**src/sv/sliding_window_linear_regression_top_assert.svh**
```systemverilog
// assertion macros for the sliding window regression top level
`ifndef SLIDING_WINDOW_LINEAR_REGRESSION_TOP_ASSERT_SVH
`define SLIDING_WINDOW_LINEAR_REGRESSION_TOP_ASSERT_SVH

// same-cycle implication, disabled during reset
`define SWLR_ASSERT_IMP(lbl, ante, cons, msg) \
    lbl: assert property (@(posedge clk) disable iff (!rst_n) (ante) |-> (cons)) \
        else $error(msg);

// next-cycle implication, disabled during reset
`define SWLR_ASSERT_NXT(lbl, ante, cons, msg) \
    lbl: assert property (@(posedge clk) disable iff (!rst_n) (ante) |=> (cons)) \
        else $error(msg);

`endif

```
**src/sv/swlr_pkg.sv**
```systemverilog
// shared types, constants and helpers for the sliding window regression
package swlr_pkg;

    localparam int WINDOW_MAX_DEF  = 64;
    localparam int SAMPLE_BITS_DEF = 24;
    localparam int IN_W            = 24;
    localparam int OUT_W           = 48;
    localparam int WS_W            = 7;
    localparam int WIDE            = 96;
    localparam int DIGIT_W         = 8;
    localparam int SLOPE_FRAC      = 24;

    localparam logic [WS_W-1:0] WINDOW_RESET = 7'd64;

    // item kinds
    localparam logic [2:0] KIND_ADD      = 3'd0;
    localparam logic [2:0] KIND_CLEAR    = 3'd1;
    localparam logic [2:0] KIND_FORECAST = 3'd2;
    localparam logic [2:0] KIND_REVERSE  = 3'd3;
    localparam logic [2:0] KIND_FIT      = 3'd4;

    // status codes
    localparam logic [1:0] STATUS_FIT   = 2'd0;
    localparam logic [1:0] STATUS_NOFIT = 2'd1;
    localparam logic [1:0] STATUS_FLAT  = 2'd2;

    localparam logic [OUT_W-1:0] SAT_MAX = {1'b0, {(OUT_W-1){1'b1}}};

    typedef logic signed [WIDE-1:0] wide_t;

    typedef enum logic [4:0] {
        ST_IDLE,
        ST_EVX,
        ST_EVY,
        ST_ADX,
        ST_ADY,
        ST_M_NXX,
        ST_M_SXX,
        ST_M_NXY,
        ST_M_SXY,
        ST_M_XXY,
        ST_M_NT,
        ST_M_VAL,
        ST_D_SLOPE,
        ST_D_ICPT,
        ST_D_VAL,
        ST_OUT
    } swlr_state_t;

    // clamp a wide signed value into the 48-bit output range
    function automatic logic [OUT_W-1:0] sat48(input wide_t v);
        wide_t hi;
        wide_t lo;
        hi = {{(WIDE-OUT_W+1){1'b0}}, {(OUT_W-1){1'b1}}};
        lo = {{(WIDE-OUT_W+1){1'b1}}, {(OUT_W-1){1'b0}}};
        if (v > hi)
        begin
            sat48 = SAT_MAX;
        end
        else if (v < lo)
        begin
            sat48 = ~SAT_MAX;
        end
        else
        begin
            sat48 = v[OUT_W-1:0];
        end
    endfunction

endpackage

```
**src/sv/swlr_mul.sv**
```systemverilog
// shared signed multiplier, one 8-bit digit of the multiplier per cycle
module swlr_mul
    import swlr_pkg::*;
(
    input  logic  clk,
    input  logic  rst_n,
    input  logic  start,
    input  wide_t a,
    input  wide_t b,
    output logic  done,
    output wide_t prod
);

    logic              busy_reg;
    logic              done_reg;
    logic              neg_reg;
    logic [WIDE-1:0]   a_reg;
    logic [WIDE-1:0]   b_reg;
    logic [WIDE-1:0]   acc_reg;
    wide_t             prod_reg;
    logic [WIDE-1:0]   a_mag;
    logic [WIDE-1:0]   b_mag;
    logic [WIDE+DIGIT_W-1:0] pp;

    // operand magnitudes and one partial product
    assign a_mag = a[WIDE-1] ? WIDE'(-a) : WIDE'(a);
    assign b_mag = b[WIDE-1] ? WIDE'(-b) : WIDE'(b);
    assign pp    = a_reg * b_reg[DIGIT_W-1:0];

    // control
    always_ff @(posedge clk or negedge rst_n)
    begin
        if (!rst_n)
        begin
            busy_reg <= 1'b0;
            done_reg <= 1'b0;
        end
        else
        begin
            done_reg <= 1'b0;
            if (start)
            begin
                busy_reg <= 1'b1;
            end
            else if (busy_reg && (b_reg == '0))
            begin
                busy_reg <= 1'b0;
                done_reg <= 1'b1;
            end
        end
    end

    // shift-and-add datapath
    always_ff @(posedge clk)
    begin
        if (start)
        begin
            a_reg   <= a_mag;
            b_reg   <= b_mag;
            acc_reg <= '0;
            neg_reg <= a[WIDE-1] ^ b[WIDE-1];
        end
        else if (busy_reg)
        begin
            if (b_reg == '0)
            begin
                prod_reg <= neg_reg ? wide_t'(-acc_reg) : wide_t'(acc_reg);
            end
            else
            begin
                acc_reg <= acc_reg + pp[WIDE-1:0];
                a_reg   <= a_reg << DIGIT_W;
                b_reg   <= b_reg >> DIGIT_W;
            end
        end
    end

    assign done = done_reg;
    assign prod = prod_reg;

endmodule

```
**config.mk**
```make
export PLATFORM = sky130hd
export DESIGN_NAME = swlr_mul
export DESIGN_NICKNAME = d
export VERILOG_FILES = /design/src/sv/sliding_window_linear_regression_top_assert.svh /design/src/sv/swlr_pkg.sv /design/src/sv/swlr_mul.sv
export SDC_FILE = /design/constraint.sdc
export NUM_CORES = 2
export LEC_CHECK = 0
export BUFFER_PORTS_ARGS = -buffer_cell sky130_fd_sc_hd__buf_4
export CAP_MARGIN = 15
export CORE_MARGIN = 1.5
export CORE_UTILIZATION = 30
export DETAILED_ROUTE_END_ITERATION = 7
export GPL_TIMING_DRIVEN = 0
export PLACE_DENSITY = 0.55
export SLEW_MARGIN = 20
export SYNTH_ARGS = -nofsm -noshare
export SYNTH_HDL_FRONTEND = slang
export SYNTH_SLANG_ARGS = --single-unit
```
**constraint.sdc**
```tcl
create_clock -name clk -period 11.05 [get_ports clk]
set_input_delay 0.5525 -clock clk [delete_from_list [all_inputs] [get_ports clk]]
set_output_delay 0.5525 -clock clk [all_outputs]
set_load 0.02 [all_outputs]
```
==> metrics <==
status=finished, final reports clean; clock-pin slew of the registers on the worst-case setup and hold paths=60 ps; Mean Syn Cell Area=8.94 um^2; CTS tree=built; Setup Fix Bufs, Post-CTS=0; first-pass GRT wire length=272000 um; largest net degree at the start of global routing=52; critical path peak fanout=10; number of enable flip-flop cells after synthesis=289; RSZ-0062 raised after global routing=false; Synthesized Nets=6108; Nets=6474; Place WS=1860 ps; max-cap viol count=0; # port buffers=291; register area share after synthesis=23.0%; CP endpoint kind=flip-flop; grt total ovfl=0; Max Slew Vio Count=0; GRT Overall Usage=23.5%; Synth-to-Final Area Change=15.0%; die width=396 um; Setup Total Neg Slack=0 ps; DPL Wire Length=150000 um; top cell types by occurrence after synthesis=inv_1 (781), fa_1 (634), nand2_1 (547); core area=152000 um^2; GP Congestion=0.975; Critical Path AT=10020 ps; DP Cell Count=7511; YS warnings=0; minimum clock period=9540 ps; Post-Route WL=185000 um; vias in the first global route=40.3k; synthesized instance count=5171; Iter 0 DRT Violations=3532; Initial Util=30.3%; most frequent cell after synthesis=inv_1; clk sinks=387; worst rel slew slack=14.0%; Worst Clk Skew=42.6 ps; Non-Filler Instances=7619; post-synth top area share=27.4%; CTS buffer count=53; Worst Hold Class=input port to flip-flop; ys flop type=edfxtp_1; # hold bufs at CTS=1; Resize count post-CTS=0; fin crit share=86.3%; Pre-Repair DR Iteration Count=6; FMAX=105 MHz; total I/O pin count=292; Filler cells=15.9k; vias per inst=5.19; ys async rst share=0.517%; post-synth cell types=79; die area=157000 um^2; DR WL/cell=24.3 um; height of the die=396 um; Final Hold Fails=0; crit start category=flip-flop; # rows=143; final setup violation count=0; worst slew pin tran=1290 ps; Clock Tree Root=clkbuf_16; Worst EP required=11530 ps; H-tree depth=2; CTS max path bufs=3; share of layout cells above drive strength 1=8.80%; mapped cell area=46300 um^2; Crit Path Class=flip-flop to flip-flop; Final ANT Viol Nets=0; synth top area cells=fa_1 (27%), edfxtp_1 (19%), and2_1 (7.0%); antenna violations before repair=33; clk_lat worst skew=680 ps; routed via count=39.6k; FF+latch count, synth=387; DRC violations left=0; Final Worst Setup Slack=1510 ps; cell taking the most area after synthesis=fa_1
==> routing by layer <==
| layer | up-vias | part of all wire (%) | track usage, % |
|---|---|---|---|
| met4 | 38 | 3.4 | 7.25 |
| met1 | 20000 | 42 | 31.0 |
| met2 | 1755 | 44 | 36.6 |
| li1 | 17500 | - | - |
| met3 | 274 | 11 | 7.36 |
| met5 | - | 0.20 | 0.708 |
==> through the flow <==
step                area, um^2  hold WS (ps)  utilization [%]
floorplan                46300           257                -
global placement         51000           350             33.4
detailed placement       51300           350             33.6
CTS                      53100          75.8             34.9
global route             53200           109             34.9
finish                   53200           111             34.9
==> layout by cell type (no fill, tap or decap), types with 204 or more instances in the layout <==
master	synthesis	routed
fa_1	634	634
edfxtp_1	289	289
a21oi_1	368	367
nor2_1	276	276
clkbuf_1	216	204
nand2_1	547	547
xor2_1	206	206
and2_1	521	521
inv_1	781	781
buf_4	0	303
==> critical path, cell delays in order (launching register included) <==
cell	delay (ps)
edfxtp_1	310
clkbuf_1	450
clkbuf_1	980
clkbuf_1	1010
nand2_1	150
fa_1	540
inv_1	60
fa_1	480
fa_1	590
inv_1	60
fa_1	490
inv_1	50
ha_1	260
clkbuf_1	210
a21oi_1	310
o21ai_0	200
a21oi_1	230
o211ai_1	180
a21boi_0	810
o211ai_1	760
a31oi_1	710
o31ai_1	160
xnor2_1	230
o22ai_1	100
==> logic make-up (layout without fill, tap and decap cells) <==
kind of cell / Yosys count / count (layout) / share of synthesized area (%)
flops: 387 / 387 / 23.0
other cells: 0 / 8 / 0
fa+ha+maj: 742 / 742 / 30.4
buf+inv: 1031 / 1441 / 8.38
xor+xnor: 369 / 369 / 6.99
compound gates: 871 / 871 / 11.4
simple gates: 1754 / 1754 / 19.5
mux: 17 / 17 / 0.403
==> worst paths after layout <==
| path | from | end | slack, ps | cells past startpoint |
|---|---|---|---|---|
| setup / recovery | b_reg[1] | acc_reg[87] | 1510 | 23 |
| hold / removal | start | neg_reg | 110 | 1 |
| min in group asynchronous | rst_n | done | 220 | 2 |
| max in group asynchronous | rst_n | busy_reg | 10740 | 2 |
| setup reg to reg | b_reg[1] | acc_reg[87] | 1510 | 23 |
| hold reg to reg | acc_reg[1] | acc_reg[1] | 470 | 2 |
==> layout make-up <==
type	count	area, um^2	share of cell area, %
multi-input combinational	3753	31800	59.7
sequential	387	10700	20.0
inverter	791	2970	5.58
tap	2030	2540	4.78
timing repair buffer	311	2400	4.51
clock buffer	70	1450	2.73
buffer	240	940	1.77
clock inverter	29	437	0.821
antenna	8	20.0	0.0376
Power is not shown: default switching activity piles up to over one toggle a cycle in this logic, so the estimate is an artifact.
