## src/sv/sliding_window_linear_regression_top_assert.svh

```systemverilog
// assertion macros for the sliding window regression top level
`ifndef SLIDING_WINDOW_LINEAR_REGRESSION_TOP_ASSERT_SVH
`define SLIDING_WINDOW_LINEAR_REGRESSION_TOP_ASSERT_SVH

// same-cycle implication, disabled during reset
`define SWLR_ASSERT_IMP(lbl, ante, cons, msg) \
    lbl: assert property (@(posedge clk) disable iff (!rst_n) (ante) |-> (cons)) \
        else $error(msg);

// next-cycle implication, disabled during reset
`define SWLR_ASSERT_NXT(lbl, ante, cons, msg) \
    lbl: assert property (@(posedge clk) disable iff (!rst_n) (ante) |=> (cons)) \
        else $error(msg);

`endif

```

## src/sv/swlr_pkg.sv

```systemverilog
// shared types, constants and helpers for the sliding window regression
package swlr_pkg;

    localparam int WINDOW_MAX_DEF  = 64;
    localparam int SAMPLE_BITS_DEF = 24;
    localparam int IN_W            = 24;
    localparam int OUT_W           = 48;
    localparam int WS_W            = 7;
    localparam int WIDE            = 96;
    localparam int DIGIT_W         = 8;
    localparam int SLOPE_FRAC      = 24;

    localparam logic [WS_W-1:0] WINDOW_RESET = 7'd64;

    // item kinds
    localparam logic [2:0] KIND_ADD      = 3'd0;
    localparam logic [2:0] KIND_CLEAR    = 3'd1;
    localparam logic [2:0] KIND_FORECAST = 3'd2;
    localparam logic [2:0] KIND_REVERSE  = 3'd3;
    localparam logic [2:0] KIND_FIT      = 3'd4;

    // status codes
    localparam logic [1:0] STATUS_FIT   = 2'd0;
    localparam logic [1:0] STATUS_NOFIT = 2'd1;
    localparam logic [1:0] STATUS_FLAT  = 2'd2;

    localparam logic [OUT_W-1:0] SAT_MAX = {1'b0, {(OUT_W-1){1'b1}}};

    typedef logic signed [WIDE-1:0] wide_t;

    typedef enum logic [4:0] {
        ST_IDLE,
        ST_EVX,
        ST_EVY,
        ST_ADX,
        ST_ADY,
        ST_M_NXX,
        ST_M_SXX,
        ST_M_NXY,
        ST_M_SXY,
        ST_M_XXY,
        ST_M_NT,
        ST_M_VAL,
        ST_D_SLOPE,
        ST_D_ICPT,
        ST_D_VAL,
        ST_OUT
    } swlr_state_t;

    // clamp a wide signed value into the 48-bit output range
    function automatic logic [OUT_W-1:0] sat48(input wide_t v);
        wide_t hi;
        wide_t lo;
        hi = {{(WIDE-OUT_W+1){1'b0}}, {(OUT_W-1){1'b1}}};
        lo = {{(WIDE-OUT_W+1){1'b1}}, {(OUT_W-1){1'b0}}};
        if (v > hi)
        begin
            sat48 = SAT_MAX;
        end
        else if (v < lo)
        begin
            sat48 = ~SAT_MAX;
        end
        else
        begin
            sat48 = v[OUT_W-1:0];
        end
    endfunction

endpackage

```

## src/sv/swlr_div.sv

```systemverilog
// shared signed divider, restoring, one quotient bit per cycle, rounds half away
module swlr_div
    import swlr_pkg::*;
(
    input  logic  clk,
    input  logic  rst_n,
    input  logic  start,
    input  wide_t num,
    input  wide_t den,
    output logic  done,
    output wide_t quot
);

    localparam int CNT_W = $clog2(WIDE + 1);

    logic             busy_reg;
    logic             done_reg;
    logic [CNT_W-1:0] cnt_reg;
    logic             neg_reg;
    logic [WIDE-1:0]  n_reg;
    logic [WIDE-1:0]  d_reg;
    logic [WIDE-1:0]  r_reg;
    logic [WIDE-1:0]  q_reg;
    wide_t            quot_reg;
    logic [WIDE:0]    r_sh;
    logic [WIDE:0]    r_dbl;
    logic [WIDE-1:0]  q_rnd;
    logic             fit;

    // one restoring step and the final rounding
    assign r_sh  = {r_reg, n_reg[WIDE-1]};
    assign fit   = (r_sh >= {1'b0, d_reg});
    assign r_dbl = {r_reg, 1'b0};
    assign q_rnd = (r_dbl >= {1'b0, d_reg}) ? q_reg + 1'b1 : q_reg;

    // control
    always_ff @(posedge clk or negedge rst_n)
    begin
        if (!rst_n)
        begin
            busy_reg <= 1'b0;
            done_reg <= 1'b0;
            cnt_reg  <= '0;
        end
        else
        begin
            done_reg <= 1'b0;
            if (start)
            begin
                busy_reg <= 1'b1;
                cnt_reg  <= CNT_W'(WIDE);
            end
            else if (busy_reg)
            begin
                if (cnt_reg == '0)
                begin
                    busy_reg <= 1'b0;
                    done_reg <= 1'b1;
                end
                else
                begin
                    cnt_reg <= cnt_reg - 1'b1;
                end
            end
        end
    end

    // datapath
    always_ff @(posedge clk)
    begin
        if (start)
        begin
            n_reg   <= num[WIDE-1] ? WIDE'(-num) : WIDE'(num);
            d_reg   <= den[WIDE-1] ? WIDE'(-den) : WIDE'(den);
            r_reg   <= '0;
            q_reg   <= '0;
            neg_reg <= num[WIDE-1] ^ den[WIDE-1];
        end
        else if (busy_reg)
        begin
            if (cnt_reg == '0)
            begin
                quot_reg <= neg_reg ? wide_t'(-q_rnd) : wide_t'(q_rnd);
            end
            else
            begin
                r_reg <= fit ? WIDE'(r_sh - {1'b0, d_reg}) : r_sh[WIDE-1:0];
                q_reg <= {q_reg[WIDE-2:0], fit};
                n_reg <= n_reg << 1;
            end
        end
    end

    assign done = done_reg;
    assign quot = quot_reg;

endmodule

```

## config.mk

```make
export PLATFORM = sky130hd
export DESIGN_NAME = swlr_div
export DESIGN_NICKNAME = d
export VERILOG_FILES = /design/src/sv/sliding_window_linear_regression_top_assert.svh /design/src/sv/swlr_pkg.sv /design/src/sv/swlr_div.sv
export SDC_FILE = /design/constraint.sdc
export NUM_CORES = 1
export LEC_CHECK = 0
export ABC_AREA = 1
export CORE_MARGIN = 2
export CORE_UTILIZATION = 60
export CTS_CLUSTER_DIAMETER = 120
export CTS_CLUSTER_SIZE = 25
export DETAILED_ROUTE_END_ITERATION = 6
export DONT_BUFFER_PORTS = 1
export PLACE_DENSITY_LB_ADDON = 0.1
export SLEW_MARGIN = 20
export SYNTH_ARGS = -nofsm -noshare
export SYNTH_HDL_FRONTEND = slang
export SYNTH_SLANG_ARGS = --single-unit
```

## constraint.sdc

```tcl
create_clock -name clk -period 23.6 [get_ports clk]
set_input_delay 3.54 -clock clk [delete_from_list [all_inputs] [get_ports clk]]
set_output_delay 3.54 -clock clk [all_outputs]
set_load 0.02 [all_outputs]
```

==> flow_metrics.tcl, run 1 <==
set metrics [dict create \
    end_kind "flop" \
    final_common_cell "nand2_1" \
    area_delta_synth_final_pct 3.120 \
    netlist_area_um2 38810 \
    gp_congestion 1.053 \
    cts.sinks 490 \
    avgViaCountPerCell 5.870 \
    die_w_um 258.3 \
    yosys_warnings 0 \
    syn_inst 5837 \
    finClkSkew_ps 39.32 \
    fin_crit_sh 0.2655 \
    grt_antenna_before_repair 0 \
    htreeDepth 1 \
    seqPwrFrac 0.319 \
    yosys.area.top_type "edfxtp_1" \
    critPathKind "input pin to flop" \
    dr.pass1.iters 6 \
    synthArstFlopShare 0.01837 \
    numCtsBuffers 23 \
    final_layout_size_suffix_gt1_frac 0.03653 \
    worstPathArrival_ps 6600 \
    grt_usage 0.3773 \
    grt_pass1_wl_um 199000 \
    p_leak_nw 17.53 \
    ys.flop_type "edfxtp_1" \
    ctsLongestPathBuffers 3 \
    hold_path.class "flop to flop" \
    hpwl_um 102400 \
    cp_cell_sequence "inv_1 > ha_1 > nand4_1 > nor2_1 > nand2_1 > nor2_1 > inv_1 > nor2_1 > a31oi_1 > nor2_1 > o21ai_0 > a21oi_2 > o21ai_0 > nor2_2 > o21ai_0 > xor2_1" \
    synth_edf_count 289 \
    cts_hold_buf 0 \
    clkPwrFrac 0.139 \
    status "complete, no violations" \
    drcViolationCount 0 \
    grt_max_degree 151 \
    io_buffers 0 \
    ys_types 64 \
    p_comb_frac 0.542 \
    path_buf_inv 2 \
    tightest_slew_ps 1134 \
    antenna_left 0 \
    num_rows 93 \
    final_cell_mix "1,514 x nand2_1, 855 x inv_1, 777 x nor2_1, 306 x nand3_1, 289 x edfxtp_1" \
    finalNetCount 6030 \
    root_buffer "clkbuf_16" \
    slowest_delay_ps 340 \
    wire_per_inst_um 19.68 \
    cp.required_ps 23940 \
    setup_tns_ps 0 \
    wirelength_um 129900 \
    rsz0062_at_grt "false" \
    startpoint_type "input pin" \
    finalSetupViolCount 0 \
    path_clk_slew_ps 100 \
    switchingPower_mw 1.654 \
    crit_path_frequent_cell "nor2_1" \
    post_cts_buffers 0 \
    max_freq_mhz 159.6 \
    switching_share 0.4773 \
    initial_core_util 0.6043 \
    clkLatencyLatePin_ps 620 \
    grt_pass1_vias 35345 \
    grt_overflow_total 0 \
    pin_count 292 \
    synth-seq-area-share 0.3284 \
    synth-seq-cells 490 \
    dieArea_um2 66740 \
    vias 38766 \
    cpLargestDelayFamily "simple AND/OR/NAND/NOR gates" \
    yosys.area.top_type_share 0.2236 \
    cts_resized 0 \
    fin_crit_ps 6265 \
    die_y_um 258.3 \
    drv_slew 0 \
    powerDensity_nw_per_um2 86.56 \
    cp_max_fo 5 \
    peakVddDrop_v 0.00007831 \
    drtIter0Drc 4834 \
    synth_fp_nets 6135 \
    cp_slowest_cell "a21oi_2" \
    hold-worst-slack_ps 481.5 \
    synth_area_leaders "edfxtp_1 22%, nand2_1 15%, dfxtp_1 9.9%" \
    max_slew_margin 0.2440 \
    avgSynthCellArea_um2 6.650 \
    p_int_mw 1.811 \
    hold_viol 0 \
    maxCapViolCount 0 \
    cts_tree "yes" \
    core_area_um2 64230 \
]
## cells by family after synthesis
logic type | Yosys count | synth area share
and+or+nand+nor | 3016 | 0.3273
buffers and inverters | 1026 | 0.1026
DFF | 490 | 0.3284
adders and majority gates | 103 | 0.03340
AOI/OAI and AO/OA | 833 | 0.1250
xor gates and xnor gates | 369 | 0.08326
## tightest hold or removal path: cells and delay by family, from the launching register on
family | cells | cell delay (ps)
flops | 1 | 340
simple gates | 2 | 110
## cells in the mapped netlist (81+ instances only)
master       n
nand3_1    306
nor2_1     779
o22ai_1    110
nand4_1     81
clkbuf_1   104
inv_1      857
nor3_1     122
xnor2_1    106
ha_1       102
o21ai_0    273
a21oi_1    224
nand2_1   1515
xor2_1     263
dfxtp_1    192
edfxtp_1   289
## power groups by stage
stage	logic, mW	clock network [mW]	registers [mW]
after global routing	2.07	0.510	1.11
after CTS	1.83	0.487	1.10
final	1.88	0.482	1.11
after floorplan	1.39	0	1.10
after detailed placement	1.81	0	1.12
after global placement	1.79	0	1.12
## layout make-up
type / instances / area, µm²
Fill cell: 6267 / 24210
Multi-Input combinational cell: 4321 / 22110
Sequential cell: 490 / 12750
Inverter: 879 / 3309
Tap cell: 855 / 1070
Clock buffer: 40 / 649.4
Timing Repair Buffer: 17 / 131.4
Clock inverter: 1 / 8.758
Antenna cell: 1 / 2.502
## metal layers
layer / vias to the layer above / wire length, µm / GRT usage
li1: 18711 / - / -
met1: 17703 / 55880 / 0.5432
met2: 2057 / 55040 / 0.5713
met3: 295 / 13790 / 0.06465
met4: 0 / 5241 / 0.1321
met5: - / 0 / 0
## stage by stage
stage	total power, mW	instances	instance area (µm²)	setup WS (ps)	utilization
floorplan	2.486	5837	38810	12470	-
global placement	2.910	6562	39360	16880	0.6128
detailed placement	2.936	6562	39360	16790	0.6128
CTS	3.415	6603	40020	17410	0.6231
global route	3.691	6603	40020	16990	0.6231
finish	3.464	6604	40030	17340	0.6231
## worst paths after layout
| kind | from | slack, ps | cells after the start | end |
|---|---|---|---|---|
| setup / recovery | den[1] | 17340 | 16 | d_reg[66] |
| hold reg to reg | r_reg[61] | 480 | 2 | r_reg[61] |
| max in group asynchronous | rst_n | 20900 | 0 | cnt_reg[6] |
| setup reg to reg | d_reg[91] | 18200 | 22 | quot[88] |
| hold / removal | r_reg[61] | 480 | 2 | r_reg[61] |
| min in group asynchronous | rst_n | 2620 | 0 | cnt_reg[2] |
(Power assumes the default switching activity.)
==> inputs of run 2 (changes only) <==
- clock period: 23.6 -> 5.3 ns (I/O delays scaled with it)
==> flow_metrics.tcl, run 2 (synthesized netlist as in run 1, its figures left out) <==
set metrics [dict create \
    htreeDepth 1 \
    pin_count 292 \
    final_layout_size_suffix_gt1_frac 0.03954 \
    antenna_left 0 \
    fin_cells 6621 \
    die_y_um 258.3 \
    hold_path.class "input pin to flop" \
    status "complete, no violations" \
    setup_tns_ps 0 \
    wire_per_inst_um 19.84 \
    numCtsBuffers 23 \
    startpoint_type "flop" \
    grt_pass1_vias 36091 \
    die_w_um 258.3 \
    grt_usage 0.3853 \
    grt_pass1_wl_um 203000 \
    rsz0062_at_grt "false" \
    cts_resized 0 \
    cp_cell_sequence "inv_1 > ha_1 > nand2_1 > nor3_2 > inv_1 > nor3_2 > nand2_1 > inv_1 > nand2_2 > nand3_4 > buf_4 > nand2_1 > nand2_1 > ha_1 > nand2_1 > nor2_2 > nand3_2 > inv_1 > nand2_1 > nor2_1 > nand3b_1 > nand3b_1 > nand2_1" \
    final_common_cell "nand2_1" \
    antenna_cells 0 \
    finalSetupViolCount 0 \
    cts_tree "yes" \
    area_delta_synth_final_pct 3.601 \
    ctsLongestPathBuffers 3 \
    grt_antenna_before_repair 0 \
    use_met2 0.5809 \
    final_cell_mix "1,514 x nand2_1, 855 x inv_1, 777 x nor2_1, 306 x nand3_1, 289 x edfxtp_1" \
    slowest_delay_ps 440 \
    path_clk_slew_ps 110 \
    initial_core_util 0.6043 \
    dpl.cell_count 6579 \
    worstPathArrival_ps 5150 \
    drv_slew 0 \
    finClkSkew_ps 48.21 \
    cp_max_fo 28 \
    root_buffer "clkbuf_16" \
    fill_cells 6278 \
    hpwl_um 104200 \
    dr.pass1.iters 6 \
    io_buffers 0 \
    avgViaCountPerCell 5.879 \
    grt_max_degree 164 \
    vias 38922 \
    powerDensity_nw_per_um2 386.9 \
    drtIter0Drc 5152 \
    critPathKind "flop to flop" \
    post_cts_buffers 0 \
    clkLatencyLatePin_ps 630 \
    cts.sinks 490 \
    maxCapViolCount 0 \
    max_slew_margin 0.2891 \
    reg2reg_slack_ps 510 \
    place_ws_ps 707.8 \
    dieArea_um2 66740 \
    fin_crit_sh 0.9041 \
    finalNetCount 6048 \
    peakVddDrop_v 0.0003437 \
    core_area_um2 64230 \
    crit_path_frequent_cell "nand2_1" \
    grt_use_met3 0.07492 \
    hold_viol 0 \
    layout_setup_ws_ps 508.2 \
    fin_crit_ps 4792 \
    num_rows 93 \
    tightest_slew_ps 1064 \
    wirelength_um 131400 \
    drcViolationCount 0 \
    hold-worst-slack_ps 276.2 \
    end_kind "flop" \
    cp.required_ps 5660 \
    grt.met1_usage 0.5588 \
    gp_congestion 1.065 \
    power.total_mw 15.56 \
    p_leak_nw 17.63 \
    grt_overflow_total 0 \
    cp_slowest_cell "edfxtp_1" \
    max_freq_mhz 208.7 \
    top_usage_layer "met2" \
]
run 2: cell count changes in the layout (fill, tap and decap cells not counted), sizes merged:
cell | before | now
dlygate4sd3 | 0 | 1
buf | 17 | 34
clkbuf | 40 | 39
inv | 877 | 875
clkinvlp | 0 | 1
diode | 1 | 0
clkinv | 3 | 5
run 2: worst paths after layout:
| check | startpoint | to | depth (start not counted) |
|---|---|---|---|
| max in group asynchronous | rst_n | cnt_reg[6] | 1 |
| max | d_reg[94] | quot[76] | 23 |
| min reg2reg | r_reg[70] | r_reg[70] | 2 |
| max reg2reg | d_reg[94] | quot[76] | 23 |
| min | den[0] | d_reg[0] | 0 |
| min in group asynchronous | rst_n | done | 1 |
run 2: routing by layer:
metal / vias to the layer above / share of wire
li1: 18724 / -
met1: 17882 / 0.43
met2: 2063 / 0.42
met3: 253 / 0.11
met4: 0 / 0.035
met5: - / 0
run 2: area by class of cell:
cell class                      count  area (µm²)  area share
Sequential cell                   490       12750      0.3170
Inverter                          879        3311     0.08233
Timing Repair Buffer               35       315.3    0.007841
Clock buffer                       39       635.6     0.01581
Multi-Input combinational cell   4321       22120      0.5501
Tap cell                          855        1070     0.02660
Clock inverter                      2       12.51   0.0003111
run 2: metrics by stage:
stage,util,area (µm²)
3_3_place_gp,0.6157,39550
4_1_cts,0.6260,40210
6_report,0.6261,40210
2_1_floorplan,-,38830
3_5_place_dp,0.6158,39550
5_1_grt,0.6261,40210
run 2: worst max-delay path, delay by kind of cell (launching register included):
kind	cells	cell delay, ps
adder cells (fa/ha/maj)	2	540
AND/OR/NAND/NOR	16	2670
buffers and inverters	5	880
flip-flops	1	440
run 2: power breakdown:
| group | internal (mW) | total, mW | switching, mW |
|---|---|---|---|
| sequential | 4.63 | 4.90 | 0.278 |
| combinational | 2.67 | 8.52 | 5.85 |
| clock | 0.831 | 2.13 | 1.30 |
run 2: timing repair:
item	CTS	global route
hold buffers	1	0
endpoints found under the hold margin	9	0
setup endpoints to repair	0	0
